### src/rtl/core/uvc_pkg.sv
// Shared types, constants and helpers for the unique-values-with-counts core.
`default_nettype none
package uvc_pkg;

  localparam int unsigned DEF_MAX_UNIQUE = 32;
  localparam int unsigned DEF_HASH_SLOTS = 64;
  localparam int unsigned DEF_COUNT_BITS = 16;

  localparam logic [31:0] HASH_MULT = 32'h9E37_79B1;

  localparam logic KIND_POSITION = 1'b0;
  localparam logic KIND_READOUT  = 1'b1;

  typedef struct packed {
    logic        kind;
    logic [4:0]  position;
    logic [31:0] bits;
    logic [15:0] occ;
    logic        ovf;
    logic        last;
  } out_item_t;

  function automatic logic is_nan(input logic [31:0] b);
    is_nan = (b[30:0] > 31'h7F80_0000);
  endfunction

  function automatic logic ieee_equal(input logic [31:0] a, input logic [31:0] b);
    if (is_nan(a) || is_nan(b)) begin
      ieee_equal = 1'b0;
    end else begin
      ieee_equal = (a == b) || ((a[30:0] | b[30:0]) == 31'd0);
    end
  endfunction

  function automatic logic [31:0] fold_zero(input logic [31:0] b);
    fold_zero = (b[30:0] == 31'd0) ? 32'd0 : b;
  endfunction

endpackage
`default_nettype wire

### src/rtl/core/uvc_hash.sv
// Home-slot hash unit: multiply, mix, then reduce modulo the slot count.
`default_nettype none
module uvc_hash
  import uvc_pkg::*;
#(
  parameter int unsigned HASH_SLOTS = DEF_HASH_SLOTS,
  localparam int unsigned SW = (HASH_SLOTS > 1) ? $clog2(HASH_SLOTS) : 1
) (
  input  wire logic          clk,
  input  wire logic          rst_n,
  input  wire logic          start,
  input  wire logic [31:0]   key,
  output logic               done,
  output logic [SW-1:0]      slot
);

  localparam logic HS_POW2 = ((HASH_SLOTS & (HASH_SLOTS - 1)) == 0);
  localparam logic [63:0] HS64     = 64'(HASH_SLOTS);
  localparam logic [63:0] RECIP    = ((64'd1 << (32 + SW)) + HS64 - 64'd1) / HS64;
  localparam logic [15:0] RECIP_LO = RECIP[15:0];
  localparam logic [16:0] RECIP_HI = RECIP[32:16];
  localparam logic [31:0] HS32     = 32'(HASH_SLOTS);

  localparam logic [2:0] H_IDLE = 3'd0;
  localparam logic [2:0] H_MUL  = 3'd1;
  localparam logic [2:0] H_MIX  = 3'd2;
  localparam logic [2:0] H_RLO  = 3'd3;
  localparam logic [2:0] H_RHI  = 3'd4;
  localparam logic [2:0] H_REM  = 3'd5;

  logic [2:0]    st_r, st_nxt;
  logic [31:0]   k_r, k_nxt;
  logic [31:0]   prod_r, prod_nxt;
  logic [31:0]   h_r, h_nxt;
  logic [47:0]   plo_r, plo_nxt;
  logic [64:0]   acc_r, acc_nxt;
  logic [SW-1:0] slot_r, slot_nxt;
  logic          done_r, done_nxt;
  logic [31:0]   mix;
  logic [31:0]   quo;
  logic [31:0]   rem;

  assign mix = prod_r ^ (k_r >> 15);
  assign quo = 32'(acc_r >> (32 + SW));
  assign rem = h_r - quo * HS32;

  always_comb begin
    st_nxt   = st_r;
    k_nxt    = k_r;
    prod_nxt = prod_r;
    h_nxt    = h_r;
    plo_nxt  = plo_r;
    acc_nxt  = acc_r;
    slot_nxt = slot_r;
    done_nxt = 1'b0;
    unique case (st_r)
      H_IDLE: begin
        if (start) begin
          k_nxt  = fold_zero(key);
          st_nxt = H_MUL;
        end
      end
      H_MUL: begin
        prod_nxt = k_r * HASH_MULT;
        st_nxt   = H_MIX;
      end
      H_MIX: begin
        if (HS_POW2) begin
          slot_nxt = mix[SW-1:0];
          done_nxt = 1'b1;
          st_nxt   = H_IDLE;
        end else begin
          h_nxt  = mix;
          st_nxt = H_RLO;
        end
      end
      H_RLO: begin
        plo_nxt = 48'(h_r) * 48'(RECIP_LO);
        st_nxt  = H_RHI;
      end
      H_RHI: begin
        acc_nxt = ((65'(h_r) * 65'(RECIP_HI)) << 16) + 65'(plo_r);
        st_nxt  = H_REM;
      end
      H_REM: begin
        slot_nxt = rem[SW-1:0];
        done_nxt = 1'b1;
        st_nxt   = H_IDLE;
      end
      default: st_nxt = H_IDLE;
    endcase
  end

  always_ff @(posedge clk) begin
    if (!rst_n) begin
      st_r   <= H_IDLE;
      done_r <= 1'b0;
    end else begin
      st_r   <= st_nxt;
      done_r <= done_nxt;
    end
    k_r    <= k_nxt;
    prod_r <= prod_nxt;
    h_r    <= h_nxt;
    plo_r  <= plo_nxt;
    acc_r  <= acc_nxt;
    slot_r <= slot_nxt;
  end

  assign done = done_r;
  assign slot = slot_r;

endmodule
`default_nettype wire

### src/rtl/core/uvc_out_reg.sv
// Output register stage for result transfers.
`default_nettype none
module uvc_out_reg
  import uvc_pkg::*;
(
  input  wire logic        clk,
  input  wire logic        rst_n,
  input  wire logic        load,
  input  wire out_item_t   item,
  output logic             free,
  output logic             out_tvalid,
  input  wire logic        out_tready,
  output logic [55:0]      out_tdata,
  output logic             out_tuser,
  output logic             out_tlast
);

  logic      valid_r, valid_nxt;
  out_item_t item_r;

  assign free = !valid_r || out_tready;

  always_comb begin
    valid_nxt = valid_r;
    if (load) begin
      valid_nxt = 1'b1;
    end else if (out_tready) begin
      valid_nxt = 1'b0;
    end
  end

  always_ff @(posedge clk) begin
    if (!rst_n) begin
      valid_r <= 1'b0;
    end else begin
      valid_r <= valid_nxt;
    end
    if (load) begin
      item_r <= item;
    end
  end

  assign out_tvalid = valid_r;
  assign out_tdata  = {2'b00, item_r.ovf, item_r.occ, item_r.bits, item_r.position};
  assign out_tuser  = item_r.kind;
  assign out_tlast  = item_r.last;

endmodule
`default_nettype wire

### src/rtl/core/unique_values_with_counts_core.sv
// Top level: distinct-value table with first-seen positions and counts.
// Usage:
//   Input channel in_*: one float (raw bits) per transfer, in_tlast ends a set.
//   Output channel out_*: one position result (out_tuser = 0) per input
//   transfer; after the last input, one readout (out_tuser = 1) per distinct
//   value in position order, the final one with out_tlast set.
// Timing: one item at a time. After the accepting edge, the hash unit multiplies
//   and mixes, then reduces by masking for a power-of-two slot count or by a
//   reciprocal multiply otherwise. Each probe of the slot table reads the slot
//   memory, reads the entry memory and compares, skipping the last two when the
//   slot turns out free; a new value is then recorded, and the position result
//   is handed to the output register. The next input is taken once that result
//   sits in the output register. Readout walks the entry memory, reading each
//   entry and then handing it to the output register.
// Reset: clears the table (distinct count and overflow flag); no memory sweep
//   is needed since a slot is live only when its entry points back to it.
// Stall: a full output register holds the block in place until the receiver
//   takes the transfer; no result is dropped.
`default_nettype none
module unique_values_with_counts_core
  import uvc_pkg::*;
#(
  parameter int unsigned MAX_UNIQUE = DEF_MAX_UNIQUE,
  parameter int unsigned HASH_SLOTS = DEF_HASH_SLOTS,
  parameter int unsigned COUNT_BITS = DEF_COUNT_BITS
) (
  input  wire logic        clk,
  input  wire logic        rst_n,
  input  wire logic        in_tvalid,
  output logic             in_tready,
  input  wire logic [31:0] in_tdata,   // value_bits
  input  wire logic        in_tlast,   // last_element
  output logic             out_tvalid,
  input  wire logic        out_tready,
  output logic [55:0]      out_tdata,  // position, unique_bits, occurrences, table_overflow
  output logic             out_tuser,  // result_kind
  output logic             out_tlast   // last_result
);

  localparam int unsigned PW = (MAX_UNIQUE > 1) ? $clog2(MAX_UNIQUE) : 1;
  localparam int unsigned TW = $clog2(MAX_UNIQUE + 1);
  localparam int unsigned SW = (HASH_SLOTS > 1) ? $clog2(HASH_SLOTS) : 1;
  localparam int unsigned EW = 32 + SW + COUNT_BITS;
  localparam logic [TW-1:0] MAX_W = TW'(MAX_UNIQUE);
  localparam logic [SW-1:0] LAST_SLOT = SW'(HASH_SLOTS - 1);
  localparam logic [COUNT_BITS-1:0] CNT_MAX = '1;

  localparam logic [3:0] S_IDLE   = 4'd0;
  localparam logic [3:0] S_HASH   = 4'd1;
  localparam logic [3:0] S_SREAD  = 4'd2;
  localparam logic [3:0] S_SCHK   = 4'd3;
  localparam logic [3:0] S_ECHK   = 4'd4;
  localparam logic [3:0] S_INSERT = 4'd5;
  localparam logic [3:0] S_EMIT   = 4'd6;
  localparam logic [3:0] S_RREAD  = 4'd7;
  localparam logic [3:0] S_ROUT   = 4'd8;

  logic [3:0]    st_r, st_nxt;
  logic [31:0]   v_r, v_nxt;
  logic          last_r, last_nxt;
  logic [SW-1:0] s_r, s_nxt;
  logic [SW-1:0] probe_r, probe_nxt;
  logic [PW-1:0] p_r, p_nxt;
  logic [PW-1:0] pos_r, pos_nxt;
  logic [TW-1:0] total_r, total_nxt;
  logic          ovf_r, ovf_nxt;
  logic [TW-1:0] i_r, i_nxt;

  logic [PW-1:0] slot_mem [HASH_SLOTS];
  logic [PW-1:0] slot_rdata_r;
  logic          slot_re, slot_we;
  logic [EW-1:0] ent_mem [MAX_UNIQUE];
  logic [EW-1:0] ent_rdata_r;
  logic          ent_re, ent_we;
  logic [PW-1:0] ent_raddr, ent_waddr;
  logic [EW-1:0] ent_wdata;

  logic [31:0]           ent_val;
  logic [SW-1:0]         ent_slot;
  logic [COUNT_BITS-1:0] ent_cnt;

  logic          hash_start, hash_done;
  logic [SW-1:0] hash_slot;

  logic      out_free, out_load;
  out_item_t out_item;

  assign {ent_val, ent_slot, ent_cnt} = ent_rdata_r;
  assign in_tready  = (st_r == S_IDLE);
  assign hash_start = in_tvalid && in_tready;

  uvc_hash #(.HASH_SLOTS(HASH_SLOTS)) u_hash (
    .clk   (clk),
    .rst_n (rst_n),
    .start (hash_start),
    .key   (in_tdata),
    .done  (hash_done),
    .slot  (hash_slot)
  );

  always_comb begin
    st_nxt    = st_r;
    v_nxt     = v_r;
    last_nxt  = last_r;
    s_nxt     = s_r;
    probe_nxt = probe_r;
    p_nxt     = p_r;
    pos_nxt   = pos_r;
    total_nxt = total_r;
    ovf_nxt   = ovf_r;
    i_nxt     = i_r;
    slot_re   = 1'b0;
    slot_we   = 1'b0;
    ent_re    = 1'b0;
    ent_we    = 1'b0;
    ent_raddr = p_r;
    ent_waddr = p_r;
    ent_wdata = {ent_val, ent_slot, (ent_cnt == CNT_MAX) ? ent_cnt : ent_cnt + 1'b1};
    out_load  = 1'b0;
    out_item  = '0;
    unique case (st_r)
      S_IDLE: begin
        if (hash_start) begin
          v_nxt    = in_tdata;
          last_nxt = in_tlast;
          st_nxt   = S_HASH;
        end
      end
      S_HASH: begin
        if (hash_done) begin
          s_nxt     = hash_slot;
          probe_nxt = '0;
          st_nxt    = S_SREAD;
        end
      end
      S_SREAD: begin
        slot_re = 1'b1;
        st_nxt  = S_SCHK;
      end
      S_SCHK: begin
        if (TW'(slot_rdata_r) < total_r) begin
          ent_re    = 1'b1;
          ent_raddr = slot_rdata_r;
          p_nxt     = slot_rdata_r;
          st_nxt    = S_ECHK;
        end else begin
          st_nxt = S_INSERT;
        end
      end
      S_ECHK: begin
        if (ent_slot != s_r) begin
          st_nxt = S_INSERT;
        end else if (ieee_equal(ent_val, v_r)) begin
          ent_we  = 1'b1;
          pos_nxt = p_r;
          st_nxt  = S_EMIT;
        end else if (probe_r == LAST_SLOT) begin
          ovf_nxt = 1'b1;
          pos_nxt = '0;
          st_nxt  = S_EMIT;
        end else begin
          probe_nxt = probe_r + 1'b1;
          s_nxt     = (s_r == LAST_SLOT) ? '0 : s_r + 1'b1;
          st_nxt    = S_SREAD;
        end
      end
      S_INSERT: begin
        if (total_r < MAX_W) begin
          slot_we   = 1'b1;
          ent_we    = 1'b1;
          ent_waddr = total_r[PW-1:0];
          ent_wdata = {v_r, s_r, COUNT_BITS'(1)};
          pos_nxt   = total_r[PW-1:0];
          total_nxt = total_r + 1'b1;
        end else begin
          ovf_nxt = 1'b1;
          pos_nxt = '0;
        end
        st_nxt = S_EMIT;
      end
      S_EMIT: begin
        if (out_free) begin
          out_load          = 1'b1;
          out_item.kind     = KIND_POSITION;
          out_item.position = 5'(pos_r);
          out_item.ovf      = ovf_r;
          i_nxt             = '0;
          st_nxt            = last_r ? S_RREAD : S_IDLE;
        end
      end
      S_RREAD: begin
        ent_re    = 1'b1;
        ent_raddr = i_r[PW-1:0];
        st_nxt    = S_ROUT;
      end
      S_ROUT: begin
        if (out_free) begin
          out_load          = 1'b1;
          out_item.kind     = KIND_READOUT;
          out_item.position = 5'(i_r);
          out_item.bits     = ent_val;
          out_item.occ      = 16'(ent_cnt);
          out_item.ovf      = ovf_r;
          out_item.last     = (i_r + 1'b1 == total_r);
          if (out_item.last) begin
            total_nxt = '0;
            ovf_nxt   = 1'b0;
            st_nxt    = S_IDLE;
          end else begin
            i_nxt  = i_r + 1'b1;
            st_nxt = S_RREAD;
          end
        end
      end
      default: st_nxt = S_IDLE;
    endcase
  end

  always_ff @(posedge clk) begin
    if (slot_we) begin
      slot_mem[s_r] <= total_r[PW-1:0];
    end
    if (slot_re) begin
      slot_rdata_r <= slot_mem[s_r];
    end
  end

  always_ff @(posedge clk) begin
    if (ent_we) begin
      ent_mem[ent_waddr] <= ent_wdata;
    end
    if (ent_re) begin
      ent_rdata_r <= ent_mem[ent_raddr];
    end
  end

  always_ff @(posedge clk) begin
    if (!rst_n) begin
      st_r    <= S_IDLE;
      total_r <= '0;
      ovf_r   <= 1'b0;
    end else begin
      st_r    <= st_nxt;
      total_r <= total_nxt;
      ovf_r   <= ovf_nxt;
    end
    v_r     <= v_nxt;
    last_r  <= last_nxt;
    s_r     <= s_nxt;
    probe_r <= probe_nxt;
    p_r     <= p_nxt;
    pos_r   <= pos_nxt;
    i_r     <= i_nxt;
  end

  uvc_out_reg u_out (
    .clk        (clk),
    .rst_n      (rst_n),
    .load       (out_load),
    .item       (out_item),
    .free       (out_free),
    .out_tvalid (out_tvalid),
    .out_tready (out_tready),
    .out_tdata  (out_tdata),
    .out_tuser  (out_tuser),
    .out_tlast  (out_tlast)
  );

`ifndef ASSERT_OFF
  a_total_bound: assert property (@(posedge clk) disable iff (!rst_n)
    total_r <= MAX_W)
    else $error("distinct count above table size");

  a_no_overwrite: assert property (@(posedge clk) disable iff (!rst_n)
    out_load && out_tvalid |-> out_tready)
    else $error("result register overwritten while held");

  a_insert_room: assert property (@(posedge clk) disable iff (!rst_n)
    slot_we |-> (st_r == S_INSERT) && (total_r < MAX_W))
    else $error("insert with full table");
`endif

endmodule
`default_nettype wire

### config.mk
export PLATFORM = sky130hd
export DESIGN_NAME = unique_values_with_counts_core
export DESIGN_NICKNAME = d
export VERILOG_FILES = /design/src/rtl/core/uvc_pkg.sv /design/src/rtl/core/uvc_hash.sv /design/src/rtl/core/uvc_out_reg.sv /design/src/rtl/core/unique_values_with_counts_core.sv
export SDC_FILE = /design/constraint.sdc
export NUM_CORES = 2
export LEC_CHECK = 0
export ABC_AREA = 1
export BUFFER_PORTS_ARGS = -buffer_cell sky130_fd_sc_hd__buf_2
export CORE_MARGIN = 5
export CORE_UTILIZATION = 45
export CTS_CLUSTER_SIZE = 10
export DETAILED_ROUTE_END_ITERATION = 10
export GPL_TIMING_DRIVEN = 1
export PLACE_DENSITY_LB_ADDON = 0.08
export SETUP_SLACK_MARGIN = 0.15
export SYNTH_ARGS = -nofsm -noshare
export SYNTH_HDL_FRONTEND = slang
export SYNTH_SLANG_ARGS = --single-unit
### constraint.sdc
create_clock -name clk -period 12.3 [get_ports clk]
set_input_delay 0.615 -clock clk [delete_from_list [all_inputs] [get_ports clk]]
set_output_delay 0.615 -clock clk [all_outputs]
set_load 0.03 [all_outputs]
==> reports/summary.txt <==
Leak Pwr -> 0.0422 uW
RePlAce Congestion -> 0.829
Clock Path Buffers -> 4
number of synthesized flops with an enable pin -> 2248
Slew HR -> 0.105
met1 GRT Util -> 0.375
Yosys warnings -> 0
Synth Flop Type -> edfxtp_1
Fmax -> 152 MHz
initial core utilization -> 0.451
minimum clock period -> 6.57 ns
Num CTS Buffers -> 281
Max-cap violations -> 0
internal reg-to-reg setup slack -> 5.73 ns
CP Launch Type -> register
Die ar. -> 227000 um2
number of I/O port buffers -> 94
CTS clock-pin slew for the worst setup and hold paths -> 0.05 ns
Pwr per Cell Area -> 161 nW/um2
status -> completed
final number of setup-violating endpoints -> 0
CP Capture Type -> register
Avg Cell Area, Syn -> 11.2 um2
Setup Skew -> 0.0383 ns
GRT Overall Usage -> 0.265
WL final -> 307 mm
largest fanout on the critical path -> 69
Worst-Margin Slew -> 1.34 ns
Setup CP Type -> reg2reg
Max H-tree Level -> 5
Post-CTS Setup Repair Bufs -> 0
area of the multi-input gates -> 23500 um2
Pre-antenna DRT Iters -> 6
Net count, final -> 8867
Worst EP required -> 12.96 ns
hold_sp -> in_tvalid
I/O pins -> 97
clk root buf -> clkbuf_16
crit path from -> total_r[2]$_SDFFE_PN0P_
DR WL/cell -> 26.2 um
Vias -> 66187
CORE AREA -> 217000 um2
placed cell count -> 11326
Final Max Slew Viols -> 0
Peak VDD IR -> 116 uV
Clock Latency Late Sink -> 0.93 ns
reg2reg start -> total_r[2]$_SDFFE_PN0P_
Total Power -> 17500 uW
RSZ-0062 raised after global routing -> false
clock sinks -> 2264
Fin. Hold Viols -> 0
vias per cell -> 5.65
library cells used by synthesis -> 52
Seq/Total Area, Yosys -> 0.694
total gr overflow -> 0
antenna violations before repair -> 12
die span in y -> 476 um
Cells after Synth -> 8745
worst r2r path cells -> 19
synthesized flop and latch total -> 2264
DRC violations left -> 0
Finished Layout Cells -> 11711
CTS tree -> built
Hold EP -> u_hash.st_r[0]$_SDFFE_PN0P_
setup TNS -> 0 ns
Area Growth Syn to Fin -> 11.3%
remaining antenna violation count -> 0
Worst R2R End -> ent_rdata_r[4]$_DFFE_PP_
final worst-path cycle share -> 0.534
hold path depth -> 5
crit path DAT -> 7.22 ns
Async S/R FF share, synth -> 0
# rows -> 171
Sequential Area -> 67800 um2
met2 Use GR -> 0.413
share of cells above drive strength 1 -> 0.0760
Die X -> 476 um
Mapped Area -> 97800 um2
routing usage on met3 -> 0.0558
hpwl dp -> 152 mm
largest net degree at the start of global routing -> 188
grt peak-use layer -> met2
first-pass GRT wire length -> 445 mm
fill cell count -> 19326
Initial DRC Count -> 7324
vias in the first global route -> 63589
worst min path class -> in2reg
-- final cells by class --
cell class	instances	area share
diodes	3	0.0000690
clock buffers	340	0.0690
clock inverters	8	0.000529
inverters	1118	0.0390
multi-input cells	4832	0.216
flip-flops and latches	2264	0.623
well taps	2854	0.0328
repair buffers	292	0.0197
-- critical path, cell delays in order (launching register included) --
cell and delay, ns:
dfxtp_2 1.08, inv_1 0.29, ha_1 0.37, nand2_1 0.04, nor2_1 0.10, nand2_1 0.10
nand2_2 0.18, nand2_1 0.13, nand3_4 0.27, buf_4 0.66, buf_4 0.70, buf_4 0.75
buf_4 0.70, nand3_1 0.16, nand3_1 0.13, nand3_1 0.10, nand3_1 0.13, nand2_1 0.06
nand2_1 0.06, nand2_1 0.07
-- worst max path at each step --
stage / end / slack, ns / cells after the start
after floorplan: ent_rdata_r[0]$_DFFE_PP_ / 5.84 / 7
after global placement: ent_rdata_r[2]$_DFFE_PP_ / 5.96 / 19
after detailed placement: ent_rdata_r[4]$_DFFE_PP_ / 5.89 / 19
after CTS: ent_rdata_r[4]$_DFFE_PP_ / 5.87 / 19
after global routing: ent_rdata_r[10]$_DFFE_PP_ / 5.33 / 19
final: ent_rdata_r[4]$_DFFE_PP_ / 5.73 / 19
-- layer usage --
layer  wire length (um)  share of wire
met5                 12       0.000039
met4               9440          0.031
met3              26400          0.086
met2             140000           0.46
met1             131000           0.43
-- state kept, by name, indices dropped and copies added, names as in the netlist --
name              cells
ent_mem            1728
ent_rdata_r          54
i_r                   6
last_r                1
ovf_r                 1
p_r                   5
pos_r                 5
probe_r               6
s_r                   6
slot_mem            320
slot_rdata_r          5
st_r                  4
total_r               6
u_hash.done           1
u_hash.k_r           12
u_hash.prod_r         6
u_hash.slot           6
u_hash.st_r           3
u_out.out_tdata      54
u_out.out_tlast       1
u_out.out_tuser       1
u_out.out_tvalid      1
v_r                  32
-- synth_stat cells (2+ instances only) --
cell type / instances / share of area
and3_1: 3 / 0.00019
nand3b_1: 271 / 0.021
nand2_2: 3 / 0.00019
nor3b_1: 2 / 0.00015
o21ai_1: 3 / 0.00015
nand2_1: 2010 / 0.077
buf_1: 90 / 0.0035
xor2_1: 15 / 0.0013
nor4_1: 5 / 0.00032
edfxtp_1: 2248 / 0.69
nand3_1: 1887 / 0.097
a211oi_1: 5 / 0.00038
inv_1: 1105 / 0.042
nor3_1: 25 / 0.0013
a21oi_1: 37 / 0.0019
ha_1: 41 / 0.0052
nand4_1: 64 / 0.0041
inv_2: 9 / 0.00035
buf_2: 233 / 0.012
a31o_2: 4 / 0.00036
o22ai_1: 5 / 0.00032
a22o_1: 19 / 0.0017
a21o_1: 2 / 0.00015
xnor2_1: 6 / 0.00054
or2_2: 2 / 0.00013
clkbuf_1: 114 / 0.0044
o21ai_0: 81 / 0.0041
a221oi_1: 32 / 0.0029
o31ai_1: 2 / 0.00015
a21oi_2: 2 / 0.00018
a22oi_1: 47 / 0.0036
nor2_1: 243 / 0.0093
buf_4: 61 / 0.0047
o2bb2ai_1: 2 / 0.00018
buf_6: 33 / 0.0038
inv_4: 3 / 0.00019
dfxtp_1: 16 / 0.0033
-- layout by cell type (no fill, tap or decap), types with 6 or more instances in the layout --
cell type,n
buf_4,156
a21oi_2,6
o21ai_0,42
nor3_1,23
nor2_1,210
clkbuf_16,293
a22oi_1,47
dlygate4sd3_1,34
a21oi_1,33
inv_2,9
nand3b_1,271
nand3_1,1886
xnor2_1,6
nor2_4,34
nand4_1,64
edfxtp_1,2248
clkbuf_1,47
buf_2,94
o21ai_2,35
inv_1,1101
a221oi_1,32
xor2_1,15
nand2_1,2010
dfxtp_1,11
ha_1,41
buf_12,8
clkinv_1,8
a22o_1,19
-- kinds of logic (layout without fill, tap and decap cells) --
| family | Yosys count | after routing | synth area share |
|---|---|---|---|
| AND/OR/NAND/NOR | 4519 | 4519 | 0.211 |
| flip-flops | 2264 | 2264 | 0.694 |
| buffers and inverters | 1650 | 1758 | 0.0714 |
| AO/OA/AOI/OAI | 249 | 249 | 0.0169 |
| adder cells (fa/ha/maj) | 41 | 41 | 0.00525 |
| XOR/XNOR | 21 | 21 | 0.00188 |
| other | 1 | 5 | 0.0000384 |
-- power breakdown --
part           total (uW)  switching, uW  internal (uW)
Combinational        1760           1270            486
Sequential           8570           65.7           8500
Clock                7210           2960           4240
Total               17500           4300          13200
-- per-stage QoR --
| stage | utilization | area, um2 | worst slack (ns) | hold slack (ns) |
|---|---|---|---|---|
| 6_report | 0.502 | 109000 | 5.73 | 0.149 |
| 5_1_grt | 0.502 | 109000 | 5.33 | 0.184 |
| 4_1_cts | 0.502 | 109000 | 5.87 | 0.103 |
| 3_5_place_dp | 0.466 | 101000 | 5.89 | 0.409 |
| 3_3_place_gp | 0.466 | 101000 | 5.96 | 0.404 |
| 2_1_floorplan | - | 97800 | 5.84 | 0.400 |
-- repair_timing --
action	4_1_cts	5_1_grt
hold endpoints to repair	47	0
hold buffers	34	0
gates resized for setup	0	0
Power figures use the tool's default switching activity.
